## src/rtl/core/fixed_block_fit_allocator_macros.svh

```systemverilog
// Assertion helpers shared by the allocator modules.
`ifndef FIXED_BLOCK_FIT_ALLOCATOR_MACROS_SVH
`define FIXED_BLOCK_FIT_ALLOCATOR_MACROS_SVH

// Checked at every clock edge outside reset.
`define FBFA_ASSERT(name, clk, rst, prop) \
   name: assert property (@(posedge clk) disable iff (rst) prop) \
      else $error("%m: check failed");

// Checked at every clock edge, reset included.
`define FBFA_ASSERT_ALWAYS(name, clk, prop) \
   name: assert property (@(posedge clk) prop) \
      else $error("%m: check failed");

`endif

```

## src/rtl/core/fbfa_pkg.sv

```systemverilog
package fbfa_pkg;

   // Operation codes.
   localparam logic [2:0] OP_INIT  = 3'd0;
   localparam logic [2:0] OP_ADD   = 3'd1;
   localparam logic [2:0] OP_FIRST = 3'd2;
   localparam logic [2:0] OP_BEST  = 3'd3;
   localparam logic [2:0] OP_WORST = 3'd4;
   localparam logic [2:0] OP_FREE  = 3'd5;

   // Result status codes.
   localparam logic [1:0] ST_DONE = 2'd0;
   localparam logic [1:0] ST_NONE = 2'd1;
   localparam logic [1:0] ST_FULL = 2'd2;

   localparam int SIZE_W = 32;
   localparam int SLOT_W = 4;

   typedef struct packed {
      logic load;
      logic scan_run;
      logic commit;
   } fbfa_cmd_type;

   typedef struct packed {
      logic count_zero;
      logic scan_done;
   } fbfa_sts_type;

   function automatic logic op_scans(input logic [2:0] op);
      op_scans = (op == OP_FIRST) || (op == OP_BEST) || (op == OP_WORST) ||
                 (op == OP_FREE);
   endfunction

endpackage

```

## src/rtl/core/fbfa_cntl.sv

```systemverilog
`include "fixed_block_fit_allocator_macros.svh"

module fbfa_cntl
   import fbfa_pkg::*;
(
   input  logic         clock,
   input  logic         reset,
   input  logic         req_valid,
   output logic         req_stall,
   input  logic [2:0]   req_operation,
   output logic         rsp_valid,
   input  logic         rsp_stall,
   output fbfa_cmd_type cmd,
   input  fbfa_sts_type sts
);

   localparam logic [1:0] S_IDLE   = 2'd0;
   localparam logic [1:0] S_SCAN   = 2'd1;
   localparam logic [1:0] S_COMMIT = 2'd2;

   logic [1:0] state_ff, state_in;
   logic       rsp_valid_ff, rsp_valid_in;
   logic       rsp_open;

   assign req_stall = (state_ff != S_IDLE);
   assign rsp_valid = rsp_valid_ff;
   assign rsp_open  = !rsp_valid_ff || !rsp_stall;

   always_comb begin
      state_in = state_ff;
      cmd      = '0;
      unique case (state_ff)
         S_IDLE: begin
            if (req_valid) begin
               cmd.load = 1'b1;
               if (op_scans(req_operation) && !sts.count_zero) begin
                  state_in = S_SCAN;
               end else begin
                  state_in = S_COMMIT;
               end
            end
         end
         S_SCAN: begin
            cmd.scan_run = 1'b1;
            if (sts.scan_done) begin
               state_in = S_COMMIT;
            end
         end
         S_COMMIT: begin
            if (rsp_open) begin
               cmd.commit = 1'b1;
               state_in   = S_IDLE;
            end
         end
         default: begin
            state_in = S_IDLE;
         end
      endcase
   end

   always_comb begin
      if (cmd.commit) begin
         rsp_valid_in = 1'b1;
      end else if (!rsp_stall) begin
         rsp_valid_in = 1'b0;
      end else begin
         rsp_valid_in = rsp_valid_ff;
      end
   end

   always_ff @(posedge clock) begin
      if (reset) begin
         state_ff     <= S_IDLE;
         rsp_valid_ff <= 1'b0;
      end else begin
         state_ff     <= state_in;
         rsp_valid_ff <= rsp_valid_in;
      end
   end

   `FBFA_ASSERT(a_accept_leaves_idle, clock, reset, (state_ff == S_IDLE && req_valid) |=> (state_ff != S_IDLE))
   `FBFA_ASSERT(a_rsp_from_commit, clock, reset, $rose(rsp_valid_ff) |-> ($past(state_ff) == S_COMMIT))
   `FBFA_ASSERT(a_no_scan_when_empty, clock, reset, (state_ff == S_SCAN) |-> !sts.count_zero)

endmodule

```

## src/rtl/core/fbfa_dpath.sv

```systemverilog
`include "fixed_block_fit_allocator_macros.svh"

module fbfa_dpath
   import fbfa_pkg::*;
#(
   parameter int MAX_BLOCKS = 16
)(
   input  logic              clock,
   input  logic              reset,
   input  fbfa_cmd_type      cmd,
   output fbfa_sts_type      sts,
   input  logic [2:0]        req_operation,
   input  logic [SIZE_W-1:0] req_size,
   output logic [1:0]        rsp_status,
   output logic [SLOT_W-1:0] rsp_slot,
   output logic [SIZE_W-1:0] rsp_chosen_size
);

   localparam int CNT_W = $clog2(MAX_BLOCKS + 1);
   localparam int IDX_W = (MAX_BLOCKS > 1) ? $clog2(MAX_BLOCKS) : 1;

   // Each entry holds the free mark above the block size.
   logic [SIZE_W:0] mem [MAX_BLOCKS];

   logic [2:0]        op_ff;
   logic [SIZE_W-1:0] size_ff;
   logic [CNT_W-1:0]  count_ff, count_in;
   logic [IDX_W-1:0]  idx_ff;
   logic              issue_end_ff;
   logic              eval_vld_ff;
   logic [IDX_W-1:0]  eval_idx_ff;
   logic [SIZE_W:0]   rdata_ff;
   logic              found_ff;
   logic [IDX_W-1:0]  pick_idx_ff;
   logic [SIZE_W-1:0] pick_size_ff;
   logic [1:0]        status_ff, status_in;
   logic [SLOT_W-1:0] slot_ff, slot_in;
   logic [SIZE_W-1:0] chosen_ff, chosen_in;

   logic [CNT_W-1:0]  count_m1;
   logic              rd_en;
   logic              wr_en;
   logic [IDX_W-1:0]  wr_addr;
   logic [SIZE_W:0]   wr_data;
   logic              ent_free;
   logic [SIZE_W-1:0] ent_size;
   logic              is_first, is_best, is_worst, is_free, is_fit;
   logic              hit, take, stop;
   logic              full;

   assign count_m1 = count_ff - CNT_W'(1);
   assign full     = (count_ff == CNT_W'(MAX_BLOCKS));
   assign ent_free = rdata_ff[SIZE_W];
   assign ent_size = rdata_ff[SIZE_W-1:0];
   assign is_first = (op_ff == OP_FIRST);
   assign is_best  = (op_ff == OP_BEST);
   assign is_worst = (op_ff == OP_WORST);
   assign is_free  = (op_ff == OP_FREE);
   assign is_fit   = is_first || is_best || is_worst;

   assign hit  = eval_vld_ff &&
                 ((is_fit && ent_free && (ent_size >= size_ff)) ||
                  (is_free && !ent_free && (ent_size == size_ff)));
   assign take = hit && (!found_ff || is_first || is_free ||
                         (is_best && (ent_size < pick_size_ff)) ||
                         (is_worst && (ent_size > pick_size_ff)));
   assign stop = hit && (is_first || is_free);
   assign rd_en = cmd.scan_run && !issue_end_ff;

   assign sts.count_zero = (count_ff == '0);
   assign sts.scan_done  = stop || issue_end_ff;

   // Commit: table write, count update and result.
   always_comb begin
      wr_en     = 1'b0;
      wr_addr   = '0;
      wr_data   = {1'b1, size_ff};
      count_in  = count_ff;
      status_in = ST_NONE;
      slot_in   = '0;
      chosen_in = '0;
      unique case (op_ff)
         OP_INIT: begin
            wr_en     = 1'b1;
            count_in  = CNT_W'(1);
            status_in = ST_DONE;
            chosen_in = size_ff;
         end
         OP_ADD: begin
            if (full) begin
               status_in = ST_FULL;
            end else begin
               wr_en     = 1'b1;
               wr_addr   = count_ff[IDX_W-1:0];
               count_in  = count_ff + CNT_W'(1);
               status_in = ST_DONE;
               slot_in   = SLOT_W'(count_ff);
               chosen_in = size_ff;
            end
         end
         OP_FIRST, OP_BEST, OP_WORST, OP_FREE: begin
            if (found_ff) begin
               wr_en     = 1'b1;
               wr_addr   = pick_idx_ff;
               wr_data   = {is_free, pick_size_ff};
               status_in = ST_DONE;
               slot_in   = SLOT_W'(pick_idx_ff);
               chosen_in = pick_size_ff;
            end
         end
         default: begin
            status_in = ST_NONE;
         end
      endcase
   end

   always_ff @(posedge clock) begin
      if (rd_en) begin
         rdata_ff <= mem[idx_ff];
      end
      if (cmd.commit && wr_en) begin
         mem[wr_addr] <= wr_data;
      end
   end

   always_ff @(posedge clock) begin
      if (reset) begin
         count_ff     <= '0;
         issue_end_ff <= 1'b0;
         eval_vld_ff  <= 1'b0;
         found_ff     <= 1'b0;
      end else begin
         if (cmd.load) begin
            issue_end_ff <= 1'b0;
            eval_vld_ff  <= 1'b0;
            found_ff     <= 1'b0;
         end else if (cmd.scan_run) begin
            eval_vld_ff <= rd_en;
            if (rd_en && (idx_ff == '0)) begin
               issue_end_ff <= 1'b1;
            end
            if (take) begin
               found_ff <= 1'b1;
            end
         end
         if (cmd.commit) begin
            count_ff <= count_in;
         end
      end
   end

   always_ff @(posedge clock) begin
      if (cmd.load) begin
         op_ff   <= req_operation;
         size_ff <= req_size;
         idx_ff  <= count_m1[IDX_W-1:0];
      end else if (rd_en) begin
         idx_ff      <= idx_ff - IDX_W'(1);
         eval_idx_ff <= idx_ff;
      end
      if (cmd.scan_run && take) begin
         pick_idx_ff  <= eval_idx_ff;
         pick_size_ff <= ent_size;
      end
      if (cmd.commit) begin
         status_ff <= status_in;
         slot_ff   <= slot_in;
         chosen_ff <= chosen_in;
      end
   end

   assign rsp_status      = status_ff;
   assign rsp_slot        = slot_ff;
   assign rsp_chosen_size = chosen_ff;

   `FBFA_ASSERT_ALWAYS(a_count_bound, clock, reset || (count_ff <= CNT_W'(MAX_BLOCKS)))
   `FBFA_ASSERT(a_fit_pick_large, clock, reset, (found_ff && is_fit) |-> (pick_size_ff >= size_ff))
   `FBFA_ASSERT(a_free_pick_exact, clock, reset, (found_ff && is_free) |-> (pick_size_ff == size_ff))

endmodule

```

## src/rtl/core/fixed_block_fit_allocator.sv

```systemverilog
// Fixed block fit allocator.
// A table of up to MAX_BLOCKS memory blocks, each a size and a free mark.
// Each request transaction on the req_ channel carries an operation (init,
// add, first fit, best fit, worst fit, free) and a size; each one yields
// exactly one response transaction on the rsp_ channel with a status, the
// slot touched and the size of that block. A transaction moves at a rising
// edge where valid is high and stall is low.
// Init and add go from acceptance straight to the commit step, which
// writes the response register. A fit or free on a non-empty table walks
// the table newest to oldest through one synchronous read port, one entry
// per cycle; a first fit or free ends at its match.
// The next request is taken as soon as the previous one has reached the
// response register, even while that response is still stalled.
// A stalled response holds its payload; a finished operation then waits in
// its commit step until the response register is free.
// Reset empties the table (count zero) and clears the response valid; the
// table contents need no clearing, since only entries below the count are
// ever read.
module fixed_block_fit_allocator
   import fbfa_pkg::*;
#(
   parameter int MAX_BLOCKS = 16
)(
   input  logic              clock,
   input  logic              reset,
   input  logic              req_valid,
   output logic              req_stall,
   input  logic [2:0]        req_operation,
   input  logic [SIZE_W-1:0] req_size,
   output logic              rsp_valid,
   input  logic              rsp_stall,
   output logic [1:0]        rsp_status,
   output logic [SLOT_W-1:0] rsp_slot,
   output logic [SIZE_W-1:0] rsp_chosen_size
);

   // Commands from the controller and status back from the datapath.
   fbfa_cmd_type cmd;
   fbfa_sts_type sts;

   // The controller sequences load, table walk and commit.
   fbfa_cntl u_cntl (
      .clock         (clock),
      .reset         (reset),
      .req_valid     (req_valid),
      .req_stall     (req_stall),
      .req_operation (req_operation),
      .rsp_valid     (rsp_valid),
      .rsp_stall     (rsp_stall),
      .cmd           (cmd),
      .sts           (sts)
   );

   // The datapath holds the block table, the walk pointer, the current pick
   // and the response payload register.
   fbfa_dpath #(
      .MAX_BLOCKS (MAX_BLOCKS)
   ) u_dpath (
      .clock           (clock),
      .reset           (reset),
      .cmd             (cmd),
      .sts             (sts),
      .req_operation   (req_operation),
      .req_size        (req_size),
      .rsp_status      (rsp_status),
      .rsp_slot        (rsp_slot),
      .rsp_chosen_size (rsp_chosen_size)
   );

endmodule
```

## config.mk

```make
export PLATFORM = sky130hd
export DESIGN_NAME = fixed_block_fit_allocator
export DESIGN_NICKNAME = d
export VERILOG_FILES = /design/src/rtl/core/fbfa_pkg.sv /design/src/rtl/core/fbfa_cntl.sv /design/src/rtl/core/fbfa_dpath.sv /design/src/rtl/core/fixed_block_fit_allocator.sv
export VERILOG_INCLUDE_DIRS = /design/src /design/src/rtl/core
export SDC_FILE = /design/constraint.sdc
export NUM_CORES = 1
export LEC_CHECK = 0
export ABC_AREA = 1
export BUFFER_PORTS_ARGS = -buffer_cell sky130_fd_sc_hd__buf_2
export CAP_MARGIN = 20
export CORE_ASPECT_RATIO = 0.5
export CORE_MARGIN = 2
export CORE_UTILIZATION = 30
export CTS_CLUSTER_DIAMETER = 30
export DETAILED_ROUTE_END_ITERATION = 10
export GPL_ROUTABILITY_DRIVEN = 0
export SLEW_MARGIN = 20
export SYNTH_ARGS = -nofsm -noshare
export SYNTH_HDL_FRONTEND = slang
export SYNTH_SLANG_ARGS = --single-unit
```

## constraint.sdc

```tcl
create_clock -name clock -period 9.4 [get_ports clock]
set_clock_uncertainty 0.1 [all_clocks]
set_input_delay 0.94 -clock clock [delete_from_list [all_inputs] [get_ports clock]]
set_output_delay 0.94 -clock clock [all_outputs]
set_load 0.005 [all_outputs]
```

==> out/qor.yml, run 1 <==
finish:
  instances_no_fill: 3602
  nFillCells: 8738
  diodes: 0
  syn2layout_area_growth_pct: 22.7
  drive_above_1_share_pct: 16.5
  multi_input_area_mm2: 0.00671
  final-seq-area_mm2: 0.0206
  fin_area_mm2: 0.0350
  nets: 2350
place:
  dp_cells: 3376
  io_buffers: 78
  place_area_mm2: 0.0307
  pre_cts_slack_ps: 5060
  post-dp-hpwl_um: 41000
setup_path:
  cp_max_fo: 34
  critical-path-max-stage-delay_ps: 730
  r2r_slack_ps: 5650
  cp_top_family: "simple AND/OR/NAND/NOR gates"
  critPathCaptureType: "flip-flop"
  path_buf_inv: 3
  critPathSlowestCell: "nor2_4"
  critical_path.cell_chain: "inv_1 -> ha_1 -> nand4_1 -> nor3_2 -> nor2_1 -> inv_2 -> a21oi_1 -> nand3_1 -> nor2_4 -> buf_4"
  cp.required_ps: 9610
  critical_path_class: "flip-flop to flip-flop"
  arrival_ps: 3960
  startpoint_type: "flip-flop"
global_routing:
  grt.total_usage_pct: 14.3
  gr-total-overflow: 0
  grt_max_degree: 169
  grt_first_pass_wirelength_um: 106000
  antenna_found_initial: 0
  grt_pass1_vias: 17099
logic_synthesis:
  synth-compound-area-share_pct: 11.2
  yosysUniqueCellTypes: 35
  synth_top_family_by_area: "compound AO/OA/AOI/OAI gates"
  yosys.area_share.simple_pct: 4.16
  synthTopCellsByArea: "edfxtp_1 (71%), mux2i_1 (4.6%), o21ai_0 (4.1%), o211ai_1 (3.5%), inv_1 (3.2%)"
  synth.most_common_cell: "edfxtp_1"
  synth_xor_xnor_area_share_pct: 0.0921
  ys_ff_latch: 689
  muxShareOfSynthArea_pct: 4.63
  ys_async_sr_fraction_pct: 0
  syn_area_mm2: 0.0285
  synth_top_area_share_pct: 71.4
  synth.largest_area_cell: "edfxtp_1"
  avgSynthCellArea_um2: 13.6
  syn_nets: 2197
  ys.flop_type: "edfxtp_1"
  synth_fa_ha_area_share_pct: 2.94
  postSynthCellCount: 2091
  synth_common_cells: "edfxtp_1 (678), inv_1 (246), o21ai_0 (235), a21oi_1 (166), nand2_1 (154)"
  ys_seq_area_share_pct: 72.2
  ys.warnings.count: 0
  synth_edf_count: 678
clocking:
  cts_max_path_buffers: 3
  numCtsBuffers: 117
  clk_latency_ps: 670
  postCtsSetupRepairBufs: 0
  ctsHoldBuffers: 0
  cts_tree: "built"
  clockRootBuffer: "clkbuf_16"
  clkSinkCount: 689
  clk_pin_slew_ps: 50
  cts_max_level: 3
  ctsResizeCount: 0
floorplanning:
  num_io_pins: 79
  die_area_mm2: 0.0977
  rows: 79
  core_area_mm2: 0.0936
  die-height_um: 222
  die_w_um: 440
  initial_core_util_pct: 30.5
worst_hold_path:
  holdCritPathClass: "flip-flop to flip-flop"
sta:
  holdWs_ps: 317
  finalCriticalPeriod_ps: 3750
  period_share_pct: 39.9
  fin_ws_ps: 5650
  slew_violations: 0
  fin_tns_setup_ps: 0
  rsz0062_at_grt: "false"
  fmax_mhz: 267
  setup_viol: 0
  worst_pin_slew_ps: 1030
  relSlewSlack_pct: 31.0
  hold_violations: 0
power_and_ir_drop:
  irDropWorstVdd_uv: 161
  cellPowerDensity_mw_per_mm2: 272
  p_leak_nw: 12.8
route:
  vias_per_cell: 4.78
  vias: 17212
  routed_wl_um: 69900
  avgRoutedWirePerCell_um: 19.4
  postRouteAntennaNets: 0
  firstDrtPassIters: 5
  remaining_drc_errors: 0
  drt_first_iter_violations: 1457
run:
  maxCapViolations: 0
run_status:
  run_status: "finished, final reports clean"
[stage by stage]
step	total power, mW	utilization [%]
global placement	5.11	32.7
detailed placement	5.13	32.7
floorplan	4.60	-
CTS	9.60	37.3
global route	9.91	37.4
finish	9.52	37.4
[logic make-up (layout without fill, tap and decap cells)]
group | Yosys count | count (layout)
buf+inv | 358 | 614
xor+xnor | 3 | 3
compound gates | 563 | 563
fa+ha+maj | 67 | 67
simple gates | 279 | 279
mux | 132 | 132
flops | 689 | 689
[worst reg2reg max path: stages (launching register included)]
cell,delay (ps)
dfxtp_1,390
inv_1,100
ha_1,220
nand4_1,170
nor3_2,70
nor2_1,120
inv_2,290
a21oi_1,380
nand3_1,390
nor2_4,730
buf_4,470
[final timing paths]
| kind | end | depth (start not counted) | start |
|---|---|---|---|
| min reg2reg | u_dpath.pick_idx_ff[0] | 0 | u_dpath.eval_idx_ff[0] |
| max | u_dpath.mem[2][19] | 10 | u_dpath.count_ff[0] |
| min | u_dpath.pick_idx_ff[0] | 0 | u_dpath.eval_idx_ff[0] |
| max reg2reg | u_dpath.mem[2][19] | 10 | u_dpath.count_ff[0] |
[routing by layer]
layer | global-route usage, % | vias up | share of wire [%]
met5 | 0 | - | 0
li1 | - | 8047 | -
met4 | 5.13 | 0 | 2.9
met2 | 21.9 | 550 | 45
met3 | 2.34 | 129 | 5.9
met1 | 20.3 | 8486 | 46
[where the power goes]
part           total (mW)  switching [mW]  internal [mW]  leakage [nW]
Sequential           3.59          0.0414           3.55          6.19
Clock                4.46            1.55           2.91          2.00
Combinational        1.47            1.02          0.446          4.57
[cell usage in the layout, fill, tap and decap left out, drive strengths merged, types with 2 or more instances in the layout]
cell type	count
nand3	48
nand2	157
a22oi	2
mux2i	132
edfxtp	678
dfxtp	11
nand4	7
nor2	56
buf	138
a21o	4
nor3	6
inv	266
bufinv	21
o22ai	3
clkinv	43
nor3b	2
o211ai	133
o21ai	250
clkbuf	123
clkinvlp	23
a31oi	3
ha	67
a21oi	166
xor2	3
[registers in the layout, indices dropped and copies added (netlist names), 2 cells and up]
register / flops
u_cntl.state_ff: 2
u_dpath.eval_idx_ff: 4
u_dpath.pick_size_ff: 32
u_dpath.pick_idx_ff: 4
u_dpath.size_ff: 32
u_dpath.rsp_status: 2
u_dpath.count_ff: 5
u_dpath.mem: 528
u_dpath.op_ff: 3
u_dpath.rsp_chosen_size: 32
u_dpath.rdata_ff: 33
u_dpath.rsp_slot: 4
u_dpath.idx_ff: 4
[layout make-up]
class,instances,area share [%]
Sequential cell,689,58.8
Multi-Input combinational cell,1044,19.2
Clock buffer,123,8.55
Tap cell,1255,4.49
Clock inverter,99,3.51
Inverter,254,2.74
Timing Repair Buffer,138,2.72
(Power assumes the default switching activity.)
==> inputs of run 2 (changes only) <==
==> constraint.sdc (replaced) <==
create_clock -name clock -period 3.7 [get_ports clock]
set_clock_uncertainty 0.1 [all_clocks]
set_input_delay 0.37 -clock clock [delete_from_list [all_inputs] [get_ports clock]]
set_output_delay 0.37 -clock clock [all_outputs]
set_load 0.005 [all_outputs]
==> out/qor.yml, run 2 (synthesis results as in run 1) <==
sta:
  hold_violations: 0  # unchanged
  fmax_mhz: 304  # was 267 MHz
  worst_pin_slew_ps: 974  # was 1030 ps
  relSlewSlack_pct: 34.9  # was 31.0%
  setup_viol: 0  # unchanged
  rsz0062_at_grt: "false"  # unchanged
  holdWs_ps: 161  # was 317 ps
  fin_tns_setup_ps: 0  # unchanged
  slew_violations: 0  # unchanged
  fin_ws_ps: 412  # was 5650 ps
  finalCriticalPeriod_ps: 3290  # was 3750 ps
  period_share_pct: 88.9  # was 39.9%
floorplanning:
  initial_core_util_pct: 30.5  # unchanged
  core_area_mm2: 0.0936  # unchanged
  die_w_um: 440  # unchanged
  num_io_pins: 79  # unchanged
  die-height_um: 222  # unchanged
  die_area_mm2: 0.0977  # unchanged
  rows: 79  # unchanged
global_routing:
  gr-total-overflow: 0  # unchanged
  grt.met1_usage_pct: 20.6  # was 20.3%
  antenna_found_initial: 3  # was 0
  grt_max_degree: 136  # was 169
  grt_first_pass_wirelength_um: 107000  # was 106000 µm
  top_usage_layer: "met2"  # unchanged
  grt.total_usage_pct: 14.5  # was 14.3%
  gr-usage-met2_pct: 22.4  # was 21.9%
  use_met3_pct: 2.36  # was 2.34%
  grt_pass1_vias: 17276  # was 17099
worst_hold_path:
  hold_depth: 5  # was 0
  holdCritPathClass: "input port to flip-flop"  # was flip-flop to flip-flop
setup_path:
  critPathCaptureType: "flip-flop"  # unchanged
  cp.required_ps: 3960  # was 9610 ps
  startpoint_type: "flip-flop"  # unchanged
  critical_path_class: "flip-flop to flip-flop"  # unchanged
  arrival_ps: 3550  # was 3960 ps
  rr_worst_depth: 9  # was 10
  cp_max_fo: 21  # was 34
finish:
  final_cell_mix: "edfxtp_1 (678), inv_1 (245), o21ai_0 (235)"  # was edfxtp_1 (678), inv_1 (245), o21ai_0 (231)
  largest_register: "u_dpath.mem"  # unchanged
  instances_no_fill: 3661  # was 3602
  reg.largest.list: "u_dpath.mem (528), u_dpath.rdata_ff (33)"  # unchanged
  largest_reg_flops: 528  # unchanged
  final_common_cell: "edfxtp_1"  # unchanged
  syn2layout_area_growth_pct: 23.9  # was 22.7%
  drive_above_1_share_pct: 16.7  # was 16.5%
  nets: 2414  # was 2350
  utilization_pct: 37.7  # was 37.4%
  diodes: 0  # unchanged
  fin_area_mm2: 0.0353  # was 0.0350 mm²
run_status:
  run_status: "finished, final reports clean"  # unchanged
power_and_ir_drop:
  irDropWorstVdd_uv: 443  # was 161 µV
  total_power_mw: 23.6  # was 9.52 mW
  cellPowerDensity_mw_per_mm2: 668  # was 272 mW/mm²
  p_leak_nw: 13.0  # was 12.8 nW
clocking:
  ctsResizeCount: 0  # unchanged
  numCtsBuffers: 114  # was 117
  clkSinkCount: 689  # unchanged
  cts_max_path_buffers: 3  # unchanged
  clockRootBuffer: "clkbuf_16"  # unchanged
  cts_max_level: 3  # unchanged
  ctsHoldBuffers: 36  # was 0
  postCtsSetupRepairBufs: 0  # unchanged
  cts_tree: "built"  # unchanged
  clk_latency_ps: 680  # was 670 ps
  clk_pin_slew_ps: 50  # about the same
route:
  vias_per_cell: 4.80  # was 4.78
  drt_first_iter_violations: 1725  # was 1457
  vias: 17564  # was 17212
  postRouteAntennaNets: 0  # unchanged
  remaining_drc_errors: 0  # unchanged
  routed_wl_um: 71700  # was 69900 µm
  firstDrtPassIters: 7  # was 5
  avgRoutedWirePerCell_um: 19.6  # was 19.4 µm
run:
  maxCapViolations: 0  # unchanged
place:
  pre_cts_slack_ps: 449  # was 5060 ps
  post-dp-hpwl_um: 40900  # was 41000 µm
  dp_cells: 3411  # was 3376
  io_buffers: 78  # unchanged
  place_area_mm2: 0.0310  # was 0.0307 mm²
==> run 2: changes by cell type in the layout (fill, tap and decap cells not counted), moves of 7 or more <==
cell / previous run / this run
buf_4: 53 / 79
clkinvlp_4: 23 / 14
buf_12: 4 / 11
dlygate4sd3_1: 0 / 36
bufinv_16: 21 / 14
clkinv_1: 10 / 17
==> run 2: cell type report <==
| cell class | instances | area, µm² |
|---|---|---|
| Clock buffer | 117 | 2860 |
| Sequential cell | 689 | 20600 |
| Multi-Input combinational cell | 1044 | 6700 |
| Timing Repair Buffer | 205 | 1590 |
| Tap cell | 1255 | 1570 |
| Clock inverter | 97 | 1060 |
| Fill cell | 8721 | 58300 |
| Inverter | 254 | 956 |
==> run 2: final timing paths <==
check	endpoint	slack [ps]	start
max	u_dpath.mem[4][27]	410	u_dpath.op_ff[1]
min reg2reg	u_dpath.pick_idx_ff[1]	320	u_dpath.eval_idx_ff[1]
max reg2reg	u_dpath.mem[4][27]	410	u_dpath.op_ff[1]
min	u_cntl.state_ff[1]	160	rsp_stall
==> run 2: worst max-delay path: stages, from the launching register on <==
cell and delay, ps:
edfxtp_1 430, nor3_1 280, inv_1 100, nand3_1 80
nand2_1 190, a21oi_1 360, nand3_1 120, buf_4 190
nor2_4 740, buf_4 380
==> run 2: power by group <==
group	internal [mW]	switching (mW)	leakage, nW
clock network	6.70	3.89	1.89
logic	1.22	2.65	4.89
registers	9.02	0.107	6.19
==> run 2: per-layer routing <==
| layer | vias up | part of all wire [%] | routed length, µm |
|---|---|---|---|
| li1 | 8189 | - | - |
| met1 | 8649 | 45 | 32100 |
| met2 | 601 | 46 | 32700 |
| met5 | - | 0.018 | 13 |
| met3 | 123 | 6.8 | 4900 |
| met4 | 2 | 2.7 | 1910 |
